**src/tln_pkg.sv**
```systemverilog
// Shared types, byte codes and helpers for the text line normaliser.
// No dependencies; imported by every module of the block.
package tln_pkg;

    localparam int SPACE_DEPTH_DEF = 63;

    localparam logic [7:0] BYTE_TAB = 8'h09;
    localparam logic [7:0] BYTE_LF  = 8'h0A;
    localparam logic [7:0] BYTE_VT  = 8'h0B;
    localparam logic [7:0] BYTE_FF  = 8'h0C;
    localparam logic [7:0] BYTE_CR  = 8'h0D;
    localparam logic [7:0] BYTE_SP  = 8'h20;

    localparam logic [4:0] BLANK_RUN_MAX   = 5'd31;
    localparam logic [3:0] MAX_BLANK_RESET = 4'd1;

    typedef struct packed {
        logic [7:0] in_byte;
        logic       end_of_input;
    } t_in_item;

    typedef struct packed {
        logic [7:0] out_byte;
        logic       last_of_run;
    } t_out_item;

    typedef enum logic [1:0] {
        CLS_TEXT,
        CLS_WS,
        CLS_LF,
        CLS_EOI
    } t_cls;

    typedef enum logic [2:0] {
        OSEL_IN,
        OSEL_HELD,
        OSEL_CR,
        OSEL_LF,
        OSEL_BYTE
    } t_out_sel;

    typedef enum logic [2:0] {
        S_IDLE,
        S_REPLAY,
        S_CR,
        S_LF,
        S_BYTE
    } t_state;

    typedef struct packed {
        logic     in_take;
        logic     out_load;
        t_out_sel out_sel;
        logic     out_last;
        logic     rep_next;
    } t_dp_cmd;

    typedef struct packed {
        t_cls cls;
        logic held_zero;
        logic rep_last;
        logic lf_emit;
        logic out_space;
    } t_dp_sts;

    function automatic t_cls classify(input t_in_item it);
        t_cls c;
        if (it.end_of_input) begin
            c = CLS_EOI;
        end else if (it.in_byte == BYTE_LF) begin
            c = CLS_LF;
        end else if (it.in_byte inside {BYTE_TAB, BYTE_VT, BYTE_FF, BYTE_CR, BYTE_SP}) begin
            c = CLS_WS;
        end else begin
            c = CLS_TEXT;
        end
        return c;
    endfunction

endpackage

```
**src/text_line_normalizer_core.sv**
```systemverilog
// Text line normaliser: LF to CR LF with trailing whitespace trim and
// blank line limiting. Top level over tln_ctrl and tln_dp; uses tln_pkg.
//
// Input channel (i_in_valid/o_in_ready, i_in) takes one byte or an end
// marker per request. Output channel (o_out_valid/i_out_ready, o_out) gives
// bytes from a single output register; last_of_run marks the final byte of
// an input request. The config channel (i_cfg_valid/o_cfg_ready) is always
// ready and loads max_blank_lines; write it only while the block is idle.
// Output per input request:
//   whitespace or end marker: no output;
//   text byte with nothing held: straight into the output register if it has space;
//   text byte after n held whitespace bytes: the n held bytes replayed, then the byte;
//   LF: CR LF when it is emitted, nothing when the blank line is dropped.
// The replay of held whitespace reads the store one entry per cycle while the output is free.
// Reset clears the line state and sets max_blank_lines to 1; the store
// needs no clearing pass. If the receiver stalls, the output register
// holds its byte and the sequencer waits; o_in_ready is high only while
// no request is being worked on.
module text_line_normalizer_core import tln_pkg::*; #(
    parameter int SPACE_DEPTH = SPACE_DEPTH_DEF
) (
    input  logic       i_clk,
    input  logic       i_rst_n,
    input  logic       i_in_valid,
    output logic       o_in_ready,
    input  t_in_item   i_in,
    output logic       o_out_valid,
    input  logic       i_out_ready,
    output t_out_item  o_out,
    input  logic       i_cfg_valid,
    output logic       o_cfg_ready,
    input  logic [3:0] i_cfg_data
);

    t_dp_cmd cmd;
    t_dp_sts sts;

    assign o_cfg_ready = 1'b1;

    tln_ctrl u_ctrl (
        .i_clk      (i_clk),
        .i_rst_n    (i_rst_n),
        .i_in_valid (i_in_valid),
        .i_sts      (sts),
        .o_in_ready (o_in_ready),
        .o_cmd      (cmd)
    );

    tln_dp #(
        .SPACE_DEPTH (SPACE_DEPTH)
    ) u_dp (
        .i_clk       (i_clk),
        .i_rst_n     (i_rst_n),
        .i_in        (i_in),
        .i_cfg_valid (i_cfg_valid),
        .i_cfg_data  (i_cfg_data),
        .i_out_ready (i_out_ready),
        .i_cmd       (cmd),
        .o_sts       (sts),
        .o_out_valid (o_out_valid),
        .o_out       (o_out)
    );

endmodule

```
**src/tln_dp.sv**
```systemverilog
// Datapath of the text line normaliser: whitespace store, line state,
// config register and output register. Depends on tln_pkg.
module tln_dp import tln_pkg::*; #(
    parameter int SPACE_DEPTH = SPACE_DEPTH_DEF
) (
    input  logic      i_clk,
    input  logic      i_rst_n,
    input  t_in_item  i_in,
    input  logic      i_cfg_valid,
    input  logic [3:0] i_cfg_data,
    input  logic      i_out_ready,
    input  t_dp_cmd   i_cmd,
    output t_dp_sts   o_sts,
    output logic      o_out_valid,
    output t_out_item o_out
);

    localparam int CW = $clog2(SPACE_DEPTH + 1);
    localparam int AW = (SPACE_DEPTH > 1) ? $clog2(SPACE_DEPTH) : 1;

    logic [7:0]    r_held [SPACE_DEPTH];
    logic [CW-1:0] r_count, n_count;
    logic [CW-1:0] r_idx, n_idx;
    logic [7:0]    r_rd;
    logic [7:0]    r_byte;
    logic          r_line_text, n_line_text;
    logic [4:0]    r_blank, n_blank;
    logic [3:0]    r_max;
    logic          r_out_valid;
    t_out_item     r_out, n_out;

    t_cls          cls;
    logic [4:0]    blank_inc;
    logic [4:0]    blank_lf;
    logic          not_full;
    logic          ws_write;

    always_comb begin
        cls       = classify(i_in);
        blank_inc = (r_blank == BLANK_RUN_MAX) ? r_blank : r_blank + 5'd1;
        blank_lf  = r_line_text ? 5'd0 : blank_inc;
        not_full  = r_count < CW'(SPACE_DEPTH);
        ws_write  = i_cmd.in_take && (cls == CLS_WS) && not_full;
    end

    always_comb begin
        o_sts.cls       = cls;
        o_sts.held_zero = (r_count == '0);
        o_sts.rep_last  = ((r_idx + CW'(1)) == r_count);
        o_sts.lf_emit   = (blank_lf <= {1'b0, r_max});
        o_sts.out_space = !r_out_valid || i_out_ready;
    end

    // replay index; read data always follows mem[r_idx]
    always_comb begin
        if (i_cmd.in_take) begin
            n_idx = '0;
        end else if (i_cmd.rep_next) begin
            n_idx = r_idx + CW'(1);
        end else begin
            n_idx = r_idx;
        end
    end

    always_comb begin
        n_count     = r_count;
        n_line_text = r_line_text;
        n_blank     = r_blank;
        if (i_cmd.in_take) begin
            case (cls)
                CLS_EOI: begin
                    n_count     = '0;
                    n_line_text = 1'b0;
                    n_blank     = '0;
                end
                CLS_LF: begin
                    n_count     = '0;
                    n_line_text = 1'b0;
                    n_blank     = blank_lf;
                end
                CLS_WS: begin
                    if (not_full) begin
                        n_count = r_count + CW'(1);
                    end
                end
                CLS_TEXT: begin
                    n_line_text = 1'b1;
                end
                default: begin
                    n_count = r_count;
                end
            endcase
        end else if (i_cmd.out_load && i_cmd.out_sel == OSEL_BYTE) begin
            n_count = '0;
        end
    end

    always_comb begin
        n_out.last_of_run = i_cmd.out_last;
        case (i_cmd.out_sel)
            OSEL_IN:   n_out.out_byte = i_in.in_byte;
            OSEL_HELD: n_out.out_byte = r_rd;
            OSEL_CR:   n_out.out_byte = BYTE_CR;
            OSEL_LF:   n_out.out_byte = BYTE_LF;
            OSEL_BYTE: n_out.out_byte = r_byte;
            default:   n_out.out_byte = r_byte;
        endcase
    end

    always_ff @(posedge i_clk) begin
        if (!i_rst_n) begin
            r_count     <= '0;
            r_idx       <= '0;
            r_line_text <= 1'b0;
            r_blank     <= '0;
            r_max       <= MAX_BLANK_RESET;
            r_out_valid <= 1'b0;
        end else begin
            r_count     <= n_count;
            r_idx       <= n_idx;
            r_line_text <= n_line_text;
            r_blank     <= n_blank;
            if (i_cfg_valid) begin
                r_max <= i_cfg_data;
            end
            if (i_cmd.out_load) begin
                r_out_valid <= 1'b1;
            end else if (i_out_ready) begin
                r_out_valid <= 1'b0;
            end
        end
    end

    always_ff @(posedge i_clk) begin
        if (ws_write) begin
            r_held[r_count[AW-1:0]] <= i_in.in_byte;
        end
        r_rd <= r_held[n_idx[AW-1:0]];
    end

    always_ff @(posedge i_clk) begin
        if (i_cmd.in_take) begin
            r_byte <= i_in.in_byte;
        end
        if (i_cmd.out_load) begin
            r_out <= n_out;
        end
    end

    assign o_out_valid = r_out_valid;
    assign o_out       = r_out;

endmodule

```
**src/tln_ctrl.sv**
```systemverilog
// Controller of the text line normaliser: sequences replay, text byte and CR LF output.
// Depends on tln_pkg; drives tln_dp through t_dp_cmd.
module tln_ctrl import tln_pkg::*; (
    input  logic    i_clk,
    input  logic    i_rst_n,
    input  logic    i_in_valid,
    input  t_dp_sts i_sts,
    output logic    o_in_ready,
    output t_dp_cmd o_cmd
);

    t_state r_state, n_state;

    always_ff @(posedge i_clk) begin
        if (!i_rst_n) begin
            r_state <= S_IDLE;
        end else begin
            r_state <= n_state;
        end
    end

    always_comb begin
        n_state        = r_state;
        o_in_ready     = (r_state == S_IDLE);
        o_cmd.in_take  = 1'b0;
        o_cmd.out_load = 1'b0;
        o_cmd.out_sel  = OSEL_IN;
        o_cmd.out_last = 1'b0;
        o_cmd.rep_next = 1'b0;
        case (r_state)
            S_IDLE: begin
                if (i_in_valid) begin
                    o_cmd.in_take = 1'b1;
                    case (i_sts.cls)
                        CLS_LF: begin
                            if (i_sts.lf_emit) begin
                                if (i_sts.out_space) begin
                                    o_cmd.out_load = 1'b1;
                                    o_cmd.out_sel  = OSEL_CR;
                                    n_state        = S_LF;
                                end else begin
                                    n_state = S_CR;
                                end
                            end
                        end
                        CLS_TEXT: begin
                            if (!i_sts.held_zero) begin
                                n_state = S_REPLAY;
                            end else if (i_sts.out_space) begin
                                // nothing held: byte goes straight out
                                o_cmd.out_load = 1'b1;
                                o_cmd.out_sel  = OSEL_IN;
                                o_cmd.out_last = 1'b1;
                            end else begin
                                n_state = S_BYTE;
                            end
                        end
                        default: begin
                            n_state = S_IDLE;
                        end
                    endcase
                end
            end
            S_REPLAY: begin
                if (i_sts.out_space) begin
                    o_cmd.out_load = 1'b1;
                    o_cmd.out_sel  = OSEL_HELD;
                    if (i_sts.rep_last) begin
                        n_state = S_BYTE;
                    end else begin
                        o_cmd.rep_next = 1'b1;
                    end
                end
            end
            S_CR: begin
                if (i_sts.out_space) begin
                    o_cmd.out_load = 1'b1;
                    o_cmd.out_sel  = OSEL_CR;
                    n_state        = S_LF;
                end
            end
            S_LF: begin
                if (i_sts.out_space) begin
                    o_cmd.out_load = 1'b1;
                    o_cmd.out_sel  = OSEL_LF;
                    o_cmd.out_last = 1'b1;
                    n_state        = S_IDLE;
                end
            end
            S_BYTE: begin
                if (i_sts.out_space) begin
                    o_cmd.out_load = 1'b1;
                    o_cmd.out_sel  = OSEL_BYTE;
                    o_cmd.out_last = 1'b1;
                    n_state        = S_IDLE;
                end
            end
            default: begin
                n_state = S_IDLE;
            end
        endcase
    end

endmodule

```
**config.mk**
```make
export PLATFORM = sky130hd
export DESIGN_NAME = text_line_normalizer_core
export DESIGN_NICKNAME = d
export VERILOG_FILES = /design/src/tln_pkg.sv /design/src/text_line_normalizer_core.sv /design/src/tln_dp.sv /design/src/tln_ctrl.sv
export SDC_FILE = /design/constraint.sdc
export NUM_CORES = 1
export LEC_CHECK = 0
export BUFFER_PORTS_ARGS = -buffer_cell sky130_fd_sc_hd__buf_4
export CAP_MARGIN = 20
export CORE_AREA = 2 2 291 293
export DETAILED_ROUTE_END_ITERATION = 10
export DIE_AREA = 0 0 293 295
export HOLD_SLACK_MARGIN = 0.05
export RECOVER_POWER = 100
export SETUP_SLACK_MARGIN = 0.02
export SLEW_MARGIN = 20
export SYNTH_ARGS = -nofsm -noshare
export SYNTH_HDL_FRONTEND = slang
export SYNTH_SLANG_ARGS = --single-unit
```
**constraint.sdc**
```tcl
create_clock -name i_clk -period 3.17 [get_ports i_clk]
set_input_delay 0.1585 -clock i_clk [delete_from_list [all_inputs] [get_ports i_clk]]
set_output_delay 0.1585 -clock i_clk [all_outputs]
set_load 0.05 [all_outputs]
```
==> After elaboration in Yosys (flattened, before gate mapping) <==
Memory sizes are Yosys's and may differ from the RTL's. A register that Yosys moved wholly into a read port is not among the register bits.
Cells that the tools add are included.
{ "totals": {"memories": 1, "input_bits": 18, "ff_bits": 43, "mem_bits_rw": 504, "out_inout_bits": 12} }
{ "op_classes": {"n_eq_ne": 28, "order_cmp": 2, "add_sub_neg": 3, "muxes": 45, "reduce_logical": 20} }
{ "memory_table": {"columns": ["name", "depth", "width", "rd", "rd_ports_with_merged_regs", "wr", "line", "source"], "rows": [
  ["u_dp.r_held", 63, 8, 1, 1, 1, "tln_dp.sv:21", "logic [7:0] r_held [SPACE_DEPTH];"]
]} }
{ "ops": {"columns": ["cell", "count"], "rows": [
  ["8-bit by 4-bit == test with 1-bit output, second input constant", 5],
  ["6-bit two-way mux", 6],
  ["8-bit case mux with 4 select lines", 1],
  ["5-bit two-way mux", 6],
  ["3-bit two-way mux", 8],
  ["4-bit case mux with 5 select lines", 1],
  ["6-bit by 1-bit adder with 6-bit output, second input constant", 2],
  ["3-bit by 2-bit == test with 1-bit output, second input constant", 4],
  ["4-bit two-way mux", 3],
  ["3-bit case mux with 4 select lines", 1],
  ["6-bit case mux with 2 select lines", 1],
  ["1-bit two-way mux", 11],
  ["5-bit case mux with 2 select lines", 1],
  ["3-bit != test, second input constant", 3],
  ["8-bit by 6-bit == test with 1-bit output, second input constant", 1],
  ["2-bit != test, second input constant", 4],
  ["4-bit case mux with 2 select lines", 1],
  ["2-bit nonzero test", 4],
  ["7-bit AND reduction", 1],
  ["3-bit by 1-bit == test with 1-bit output, second input constant", 2],
  ["3-bit == test, second input constant", 2],
  ["6-bit == test", 1],
  ["3-bit zero test", 2],
  ["6-bit zero test", 1],
  ["other kinds (20)", 26]
]} }

==> Logic depth before layout (Yosys ltp) <==
Gate-level depths: netlist of the first run.
{ "depth": {"word_depth": 13, "ltp_mapped": 16, "mapped_depth_nobuf": 16} }

==> Cells and area by module <==
Synthesis of the first run repeated with hierarchy kept, for this count alone.
{ "hier_totals": {"cells_unflattened": 1636, "area_unflattened_um2": 23128.4} }
{ "modules_own_cells": {"columns": ["module", "seq_area_each_um2", "area_each_um2", "cells_per_inst", "n_inst"], "rows": [
  ["tln_dp", 16265.6, 22730.6, 1583, 1],
  ["tln_ctrl", 60.1, 386.6, 51, 1],
  ["text_line_normalizer_core", 0.0, 11.3, 2, 1]
]} }

==> Worst setup path after synthesis of the first run <==
OpenSTA, ideal clock, no wires.
{ "synth_path": {"kind": "flip-flop to flip-flop", "start": "register u_dp.r_idx[0]", "end": "register u_dp.r_rd[4], read port of u_dp.r_held", "stages_incl_launch_ff": 14, "n_path_buf": 2, "path_slack_ps": -253, "required_time_ps": 3043, "arrival_time_ps": 3296, "path_cell_list": "dfxtp_1 ha_1 xnor2_1 xnor2_1 or4_1 buf_4 o21ai_2 mux2i_2 clkbuf_1 nand3_1 a21oi_1 a311oi_1 a21oi_1 a211oi_2"} }
{ "synth_via": {"elab_chain_cells": 7} }
{ "synth_rtl": {"columns": ["element", "line", "source"], "rows": [
  ["from (decl)", "tln_dp.sv:23", "logic [CW-1:0] r_idx, n_idx;"],
  ["from (signal assigned)", "tln_dp.sv:120", "r_idx <= n_idx;"],
  ["6-bit by 1-bit adder with 6-bit output", "tln_dp.sv:49, tln_dp.sv:59", null],
  ["6-bit == test", "tln_dp.sv:49", "o_sts.rep_last = ((r_idx + CW'(1)) == r_count);"],
  ["1-bit two-way mux", "tln_ctrl.sv:68", "if (i_sts.rep_last) begin"],
  ["1-bit two-way mux", "tln_ctrl.sv:65", "if (i_sts.out_space) begin"],
  ["1-bit two-way mux", "tln_ctrl.sv:30", "case (r_state)"],
  ["6-bit two-way mux (*)", "tln_dp.sv:58", "end else if (i_cmd.rep_next) begin"],
  ["6-bit two-way mux (*)", "tln_dp.sv:56", "if (i_cmd.in_take) begin"],
  ["to (decl)", "tln_dp.sv:24", "logic [7:0] r_rd;"]
]} }
Mark *: on every way between the ends. The rest lies on a longest branch, timed or not.
A chain may end at the register's enable or synchronous reset.

==> Worst setup path after layout of the first run <==
{ "layout_path": {"start": "register u_dp.r_idx[0]", "end": "register u_dp.r_rd[1], read port of u_dp.r_held"} }
Same word-level chain as after synthesis.

==> flow_summary.ini, run 1 <==
[global_routing]
grt_pass1_wl_mm = 97.01
antenna_found_initial = 0
grtUsageTotal_pct = 14.80
grt_overflow = 0
grt_max_degree = 66
first_global_vias = 15260

[sta]
whs_ns = 0.1393
drv_slew = 493
setup_ws_ns = -0.3218
max_freq_mhz = 286.4
rsz0062_at_grt = yes
slew-limit-headroom_pct = -115.6
fin_skew_ns = 0.01713
period_share_pct = 110.2
fin_crit_ns = 3.492
hold_violations = 0
tightest_slew_ns = 3.234
setup_viol = 8

[synthesis]
synth_area_um2 = 23160
ys_seq_area_share_pct = 70.50
synth_edf_count = 521
syn_avg_cell_area_um2 = 14.11
netlist_instances = 1641
ys_types = 86
yosys_register_bits = 555
synth-warning-count = 0
synthArstFlopShare_pct = 0
synth_ff_type = edfxtp_1
synth_nets = 1667

[routing]
vias = 15180
top_layer = met4
wl_met3_mm = 4.459
post_drt_wl_per_cell_um = 21.30
met1Wirelength_mm = 28.68
dr_wl_met2_mm = 29.77
drt_iter0_markers = 1443
dr.pass1.iters = 7
wirelength_mm = 64.85
via_per_inst = 4.985
drtAntennaViolNets = 0
drcViolationCount = 0

[power]
ir_drop_mv = 0.4202
powerDensity_nw_per_um2 = 528.7
p_total_mw = 15.22
leakage_nw = 9.584

[run_status]
status = finished with violations
violations = max-capacitance violations, max-slew violations, negative setup slack

[die]
die_area_um2 = 86440
num_rows = 106
fp.dieW_um = 293
ioPinCount = 30
die_h_um = 295
fp.coreArea_um2 = 83160
initial_core_util_pct = 27.85

[worst_setup_path]
r2r_slack_ns = -0.32
crit_required_ns = 3.66
cp_max_fo = 16
arrival_ns = 3.98
end_kind = flop
startpoint_type = flop
crit_type = flop to flop

[clocking]
cts_tree = yes
cts.sink_count = 555
clk_pin_slew_ns = 0.06
clkLatencyLatePin_ns = 0.61
root_buffer = clkbuf_16
cts_buffers = 54
max-clock-path-buffers = 3
cts-htree-levels = 2

[finish]
stdcell_area_um2 = 28790
drive_gt1_share_pct = 25.45
fin_nets = 1950
syn_to_final_growth_pct = 24.30
antenna_cells = 0

[place]
hpwl_mm = 42.85
dp_slack_ns = -0.5691
port_buffers = 28
placed_cell_area_um2 = 26450
globalplace.congestion = 0.8837

[worst_hold_path]
hold_class = input pin to flop

[run]
cap_violations = 10
==> cells in the mapped netlist, drive strengths merged, types with 8 or more instances <==
cell,number,area (um2)
xnor2,9,78.83
nor2,162,634.4
nor3,11,55.05
a32o,8,80.08
nand2,216,833.3
ha,8,100.1
a21oi,63,322.8
nand3,50,255.3
o221ai,8,70.07
o21ai,27,138.9
edfxtp,521,15650
xor2,9,86.34
buf,60,432.9
and3,16,100.1
o22ai,23,143.9
a22oi,20,150.1
o32a,11,110.1
mux2,17,198.9
a221oi,13,113.9
inv,17,63.81
a31oi,21,131.4
a211oi,21,187.7
clkbuf,31,116.4
o211ai,16,120.1
dfxtp,34,680.7
mux2i,133,1335
and2,9,56.30
==> logic make-up after synthesis <==
logic type	after synthesis	synth area share, %
compound gates	289	9.223
flops	555	70.50
mux	151	6.721
xor+xnor	18	0.7132
simple gates	511	9.752
other cells	1	0.01619
fa+ha+maj	8	0.4322
buf+inv	108	2.647
==> cell type report <==
class / instances / area (um2)
Inverter: 17 / 63.81
Timing Repair Buffer: 318 / 2585
Clock inverter: 31 / 312.8
Tap cell: 1080 / 1351
Clock buffer: 66 / 1418
Sequential cell: 555 / 16330
Multi-Input combinational cell: 978 / 6723
Fill cell: 7955 / 54370
==> power breakdown <==
group	total, mW	switching (mW)	internal (mW)
clock network	6.39	2.73	3.66
registers	8.08	0.0191	8.06
logic	0.751	0.490	0.261
==> final timing paths <==
check,from,to,cells after the start
setup / recovery,u_dp.r_idx[0]$_SDFF_PN0_,u_dp.r_rd[1]$_DFF_P_,13
setup reg to reg,u_dp.r_idx[0]$_SDFF_PN0_,u_dp.r_rd[1]$_DFF_P_,13
hold / removal,i_out_ready,u_dp.o_out[0]$_DFFE_PP_,4
hold reg to reg,u_dp.r_byte[4]$_DFFE_PP_,u_dp.o_out[5]$_DFFE_PP_,2
==> registers in the layout, indices dropped and copies added (netlist names) <==
name	flops
u_ctrl.r_state	3
u_dp.o_out	9
u_dp.o_out_valid	1
u_dp.r_blank	5
u_dp.r_byte	8
u_dp.r_count	6
u_dp.r_held	504
u_dp.r_idx	6
u_dp.r_line_text	1
u_dp.r_max	4
u_dp.r_rd	8
==> timing repair <==
action	in CTS	in global routing
resized for setup	72	60
hold endpoints to repair	12	0
hold buffers	12	0
setup endpoints to repair	121	191
cloned	4	0
pin swaps	16	14
setup buffers	11	2
==> worst max-delay path, cell delays in order, from the launching register on <==
cell and delay [ns]:
dfxtp_2 0.34, ha_4 0.18, xnor2_2 0.13, xnor2_1 0.15, or4_4 0.54, buf_6 0.17
o311ai_4 0.31, buf_6 0.19, buf_16 0.19, mux2_2 0.36, a221o_1 0.37, o32a_1 0.23
o221ai_4 0.14, a211oi_2 0.06
==> metrics by stage <==
| step | instances | TNS [ns] | utilization, % |
|---|---|---|---|
| global route | 3045 | -11.51 | 34.62 |
| detailed placement | 2919 | -5.768 | 31.81 |
| global placement | 2919 | -3.859 | 31.81 |
| finish | 3045 | -2.147 | 34.62 |
| CTS | 3043 | -1.844 | 34.68 |
| floorplan | 1641 | 0 | - |
==> placed cells by master, fill, tap and decap left out, drive strengths merged, types with 21 or more instances in the layout <==
| cell type | n |
|---|---|
| a31oi | 21 |
| nand3 | 50 |
| nand2 | 216 |
| a211oi | 21 |
| clkbuf | 129 |
| edfxtp | 521 |
| dfxtp | 34 |
| mux2i | 133 |
| buf | 242 |
| a21oi | 63 |
| o22ai | 23 |
| nor2 | 162 |
| o21ai | 27 |
| clkinv | 22 |
==> metal layers <==
layer  up-vias  global-route usage, %
met4         0                  4.778
met3       109                  2.699
li1       6851                      -
met1      7667                  20.37
met2       551                  23.63
met5         -                      0
Power figures use the tool's default switching activity.
==> run 2: changes to the inputs <==
Settings changed: PLACE_DENSITY from default to 0.54.
==> flow_summary.ini, run 2 (synthesis gave the netlist of run 1 again) <==
[run_status]
status = finished with violations
violations = max-capacitance violations, max-slew violations, negative setup slack

[die]
initial_core_util_pct = 27.85
ioPinCount = 30
num_rows = 106
die_area_um2 = 86440
die_h_um = 295
fp.dieW_um = 293
fp.coreArea_um2 = 83160

[finish]
largest_reg_flops = 504
drive_gt1_share_pct = 30.79
antenna_cells = 0
final_common_cell = edfxtp_1
syn_to_final_growth_pct = 30.69
fin_nets = 1986
nFillCells = 7861
layout_common_cells = edfxtp_1 (521), buf_4 (229), nand2_1 (203)

[sta]
hold_violations = 0
max_freq_mhz = 292.3
finalSetupTns_ns = -1.693
period_share_pct = 107.9
slew-limit-headroom_pct = -117.8
setup_ws_ns = -0.2506
rsz0062_at_grt = yes
fin_crit_ns = 3.421
drv_slew = 340
setup_viol = 8
whs_ns = 0.1416
fin_skew_ns = 0.02355
tightest_slew_ns = 3.267

[worst_setup_path]
crit_path_top_delay_cell = or3_4
path_cells = buf_6 > nand3_4 > buf_6 > or3_4 > a311oi_4 > o211a_4 > buf_12 > mux2i_1 > o32ai_2 > o32a_1 > a41oi_4 > a211oi_2
arrival_ns = 3.92
cpPeakStageDelay_ns = 0.43
crit_type = flop to flop
rr_worst_depth = 12
critPathMostFrequentCell = buf_6
cp_max_fo = 27
end_kind = flop
startpoint_type = flop
crit_required_ns = 3.67

[global_routing]
grt_overflow = 0
grtUsageTotal_pct = 15.80
grt_pass1_wl_mm = 101.9
grt_max_degree = 66
first_global_vias = 15320
antenna_found_initial = 1

[clocking]
max-clock-path-buffers = 3
cts-htree-levels = 2
clkLatencyLatePin_ns = 0.64
root_buffer = clkbuf_16
cts.sink_count = 555
cts_tree = yes
clk_pin_slew_ns = 0.07
cts_buffers = 57

[place]
hpwl_mm = 46.22
globalplace.congestion = 0.9259
port_buffers = 28

[worst_hold_path]
whs_path_depth = 4
hold_class = input pin to flop

[routing]
drcViolationCount = 0
via_per_inst = 5.005
wirelength_mm = 70.07
drtAntennaViolNets = 0
post_drt_wl_per_cell_um = 22.70
drt_iter0_markers = 1637
dr.pass1.iters = 5
vias = 15450

[run]
cap_violations = 8

[power]
ir_drop_mv = 0.4374
leakage_nw = 10.00
powerDensity_nw_per_um2 = 518.7
==> run 2: cell types whose count changed in the layout (fill, tap and decap cells not counted), sizes merged <==
cell / change
clkinvlp: +3
clkinv: +3
dlygate4sd3: -1
bufinv: +1
clkbuf: -17
inv: -1
buf: +54
==> run 2: critical path: cells and delay by family (launching register included) <==
| kind | cells | cell delay [ns] |
|---|---|---|
| muxes | 1 | 0.27 |
| DFF | 1 | 0.36 |
| buffers and inverters | 3 | 0.51 |
| AOI/OAI and AO/OA | 6 | 1.59 |
| and+or+nand+nor | 2 | 0.53 |
==> run 2: area by class of cell <==
type | instances | area (um2) | area share (%)
tap | 1080 | 1351 | 4.465
sequential | 555 | 16340 | 53.97
clock inverter | 37 | 417.9 | 1.381
timing repair buffer | 351 | 3243 | 10.72
inverter | 17 | 63.81 | 0.2108
clock buffer | 69 | 1471 | 4.862
multi-input combinational | 978 | 7383 | 24.39
==> run 2: repair_timing <==
item | CTS | global route
hold buffers | 11 | 0
setup endpoints to repair | 27 | 265
endpoints found under the hold margin | 28 | 0
resized for setup | 133 | 138
setup buffers | 24 | 19
pin swaps | 39 | 29
gates cloned | 5 | 3
==> run 2: through the flow <==
| stage | std cells | total power, mW | area [um2] | setup slack (ns) | util (%) |
|---|---|---|---|---|---|
| 6_report | 3087 | 15.70 | 30270 | -0.2506 | 36.40 |
| 5_1_grt | 3087 | 16.14 | 30270 | -0.3670 | 36.40 |
| 4_1_cts | 3066 | 15.82 | 29590 | -0.2419 | 35.58 |
| 3_5_place_dp | 2923 | 8.968 | 26610 | -0.9493 | 32.00 |
| 3_3_place_gp | 2923 | 8.958 | 26610 | -0.9527 | 32.00 |
| 2_1_floorplan | 1641 | 8.565 | 23190 | 0.01701 | - |
==> run 2: power by group <==
part / total [mW] / internal (mW) / leakage (nW) / switching [mW]
clock network: 6.79 / 3.89 / 0.908 / 2.89
registers: 8.08 / 8.06 / 4.97 / 0.0217
logic: 0.835 / 0.303 / 4.12 / 0.532
total: 15.7 / 12.3 / 10.0 / 3.44
==> run 2: routing by layer <==
layer  routed length [um]  GRT usage [%]  up-vias  share of wire [%]
li1                     -              -     6947                  -
met1                31250          22.35     7875                 45
met4                 1777          4.615        0                2.5
met5                    0              0        -                  0
met2                31950          24.83      526                 46
met3                 5084          2.774      103                7.3
==> run 2: final timing paths <==
path | startpoint | endpoint | slack, ns
min | i_out_ready | u_dp.o_out[0]$_DFFE_PP_ | 0.14
min reg2reg | u_dp.r_byte[5]$_DFFE_PP_ | u_dp.o_out[6]$_DFFE_PP_ | 0.57
max reg2reg | u_dp.r_idx[1]$_SDFF_PN0_ | u_dp.r_rd[7]$_DFF_P_ | -0.25
max | u_dp.r_idx[1]$_SDFF_PN0_ | u_dp.r_rd[7]$_DFF_P_ | -0.25
==> run 3: changes to the inputs <==
Settings changed: CORE_AREA 2 2 291 293 to 8 8 297 299, DIE_AREA 0 0 293 295 to 0 0 305 307, GPL_ROUTABILITY_DRIVEN from default to 0, SKIP_CTS_REPAIR_TIMING from default to 1.
==> flow_summary.ini, run 3 (synthesis gave the netlist of run 1 again) <==
[routing]
dr.pass1.iters = 5
drcViolationCount = 0
via_per_inst = 5.026
vias = 15300
drtAntennaViolNets = 0
met1Wirelength_mm = 30.47
top_layer = met5
drt_iter0_markers = 1441
wirelength_mm = 69.39
dr_wl_met2_mm = 31.60
wl_met3_mm = 4.963
post_drt_wl_per_cell_um = 22.80

[place]
port_buffers = 28
hpwl_mm = 45.22

[clocking]
cts_tree = yes
root_buffer = clkbuf_16
max-clock-path-buffers = 3
clkLatencyLatePin_ns = 0.62
cts-htree-levels = 2
clk_pin_slew_ns = 0.06
cts_buffers = 59
cts.sink_count = 555

[run]
cap_violations = 7

[global_routing]
grtUsageTotal_pct = 13.77
grt_overflow = 0
first_global_vias = 14860
antenna_found_initial = 2
grt_pass1_wl_mm = 98.38
grt_max_degree = 66

[finish]
final_common_cell = edfxtp_1
fin_nets = 1942
drive_gt1_share_pct = 27.09
syn_to_final_growth_pct = 26.64
largest_reg_flops = 504
antenna_cells = 0
nFillCells = 7898
layout_common_cells = edfxtp_1 (521), nand2_1 (210), buf_4 (195)

[run_status]
violations = max-capacitance violations, max-slew violations, negative setup slack
status = finished with violations

[sta]
fin_skew_ns = 0.01973
setup_ws_ns = -0.3669
whs_ns = 0.1854
fin_crit_ns = 3.537
finalSetupTns_ns = -3.357
drv_slew = 381
tightest_slew_ns = 3.206
setup_viol = 56
max_freq_mhz = 282.7
period_share_pct = 111.6
slew-limit-headroom_pct = -113.7
hold_violations = 0
rsz0062_at_grt = yes

[worst_setup_path]
cp_max_fo = 7
arrival_ns = 4.04
startpoint_type = flop
end_kind = flop
crit_required_ns = 3.67
crit_type = flop to flop

[die]
fp.dieW_um = 305
die_area_um2 = 93640
fp.coreArea_um2 = 83160
die_h_um = 307
initial_core_util_pct = 27.85
num_rows = 106
ioPinCount = 30

[power]
leakage_nw = 9.687
powerDensity_nw_per_um2 = 545.6
ir_drop_mv = 0.4078

[worst_hold_path]
hold_class = input pin to flop
[run 3: metal layers]
layer | vias up | global-route usage (%)
met1 | 7747 | 18.55
met4 | 2 | 4.943
li1 | 6849 | -
met2 | 565 | 21.93
met5 | - | 0
met3 | 135 | 2.852
[run 3: per-stage QoR]
stage	instances	utilization [%]	setup WS (ns)	area (um2)	power [mW]
6_report	3044	35.27	-0.3669	29330	16.00
5_1_grt	3044	35.27	-0.4318	29330	16.45
4_1_cts	3001	34.15	-0.5397	28400	16.07
3_5_place_dp	2892	31.72	-0.5046	26370	8.961
3_3_place_gp	2892	31.72	-0.5005	26370	8.949
2_1_floorplan	1641	-	0.01701	23190	8.565
[run 3: power by group]
| part | internal, mW | switching (mW) | total, mW |
|---|---|---|---|
| logic | 0.270 | 0.510 | 0.780 |
| clock network | 4.29 | 2.84 | 7.14 |
| registers | 8.06 | 0.0207 | 8.08 |
| total | 12.6 | 3.38 | 16.0 |
[run 3: final cells by class]
cell class	count	area [um2]	area share [%]
Sequential cell	555	16330	55.70
Clock inverter	33	420.4	1.433
Tap cell	1080	1351	4.608
Timing Repair Buffer	304	2625	8.951
Multi-Input combinational cell	979	6932	23.63
Clock buffer	76	1602	5.461
Inverter	17	63.81	0.2176
[run 3: worst paths after layout]
path / startpoint / endpoint / slack (ns) / depth (start not counted)
max: u_dp.r_idx[0]$_SDFF_PN0_ / u_dp.r_rd[0]$_DFF_P_ / -0.37 / 15
max reg2reg: u_dp.r_idx[0]$_SDFF_PN0_ / u_dp.r_rd[0]$_DFF_P_ / -0.37 / 15
min reg2reg: u_dp.r_blank[3]$_SDFFE_PN0P_ / u_dp.r_blank[3]$_SDFFE_PN0P_ / 0.56 / 2
min: i_in[2] / u_dp.r_blank[4]$_SDFFE_PN0P_ / 0.19 / 6
[run 3: critical path, stage by stage (launching register included)]
cell      delay [ns]
dfxtp_2         0.34
ha_4            0.18
xnor2_2         0.13
xnor2_1         0.15
or4_4           0.57
buf_6           0.15
o311ai_4        0.31
buf_12          0.18
buf_12          0.14
buf_12          0.13
mux2_4          0.29
a221o_1         0.38
o32a_1          0.19
o221ai_2        0.07
buf_4           0.17
a211oi_2        0.04
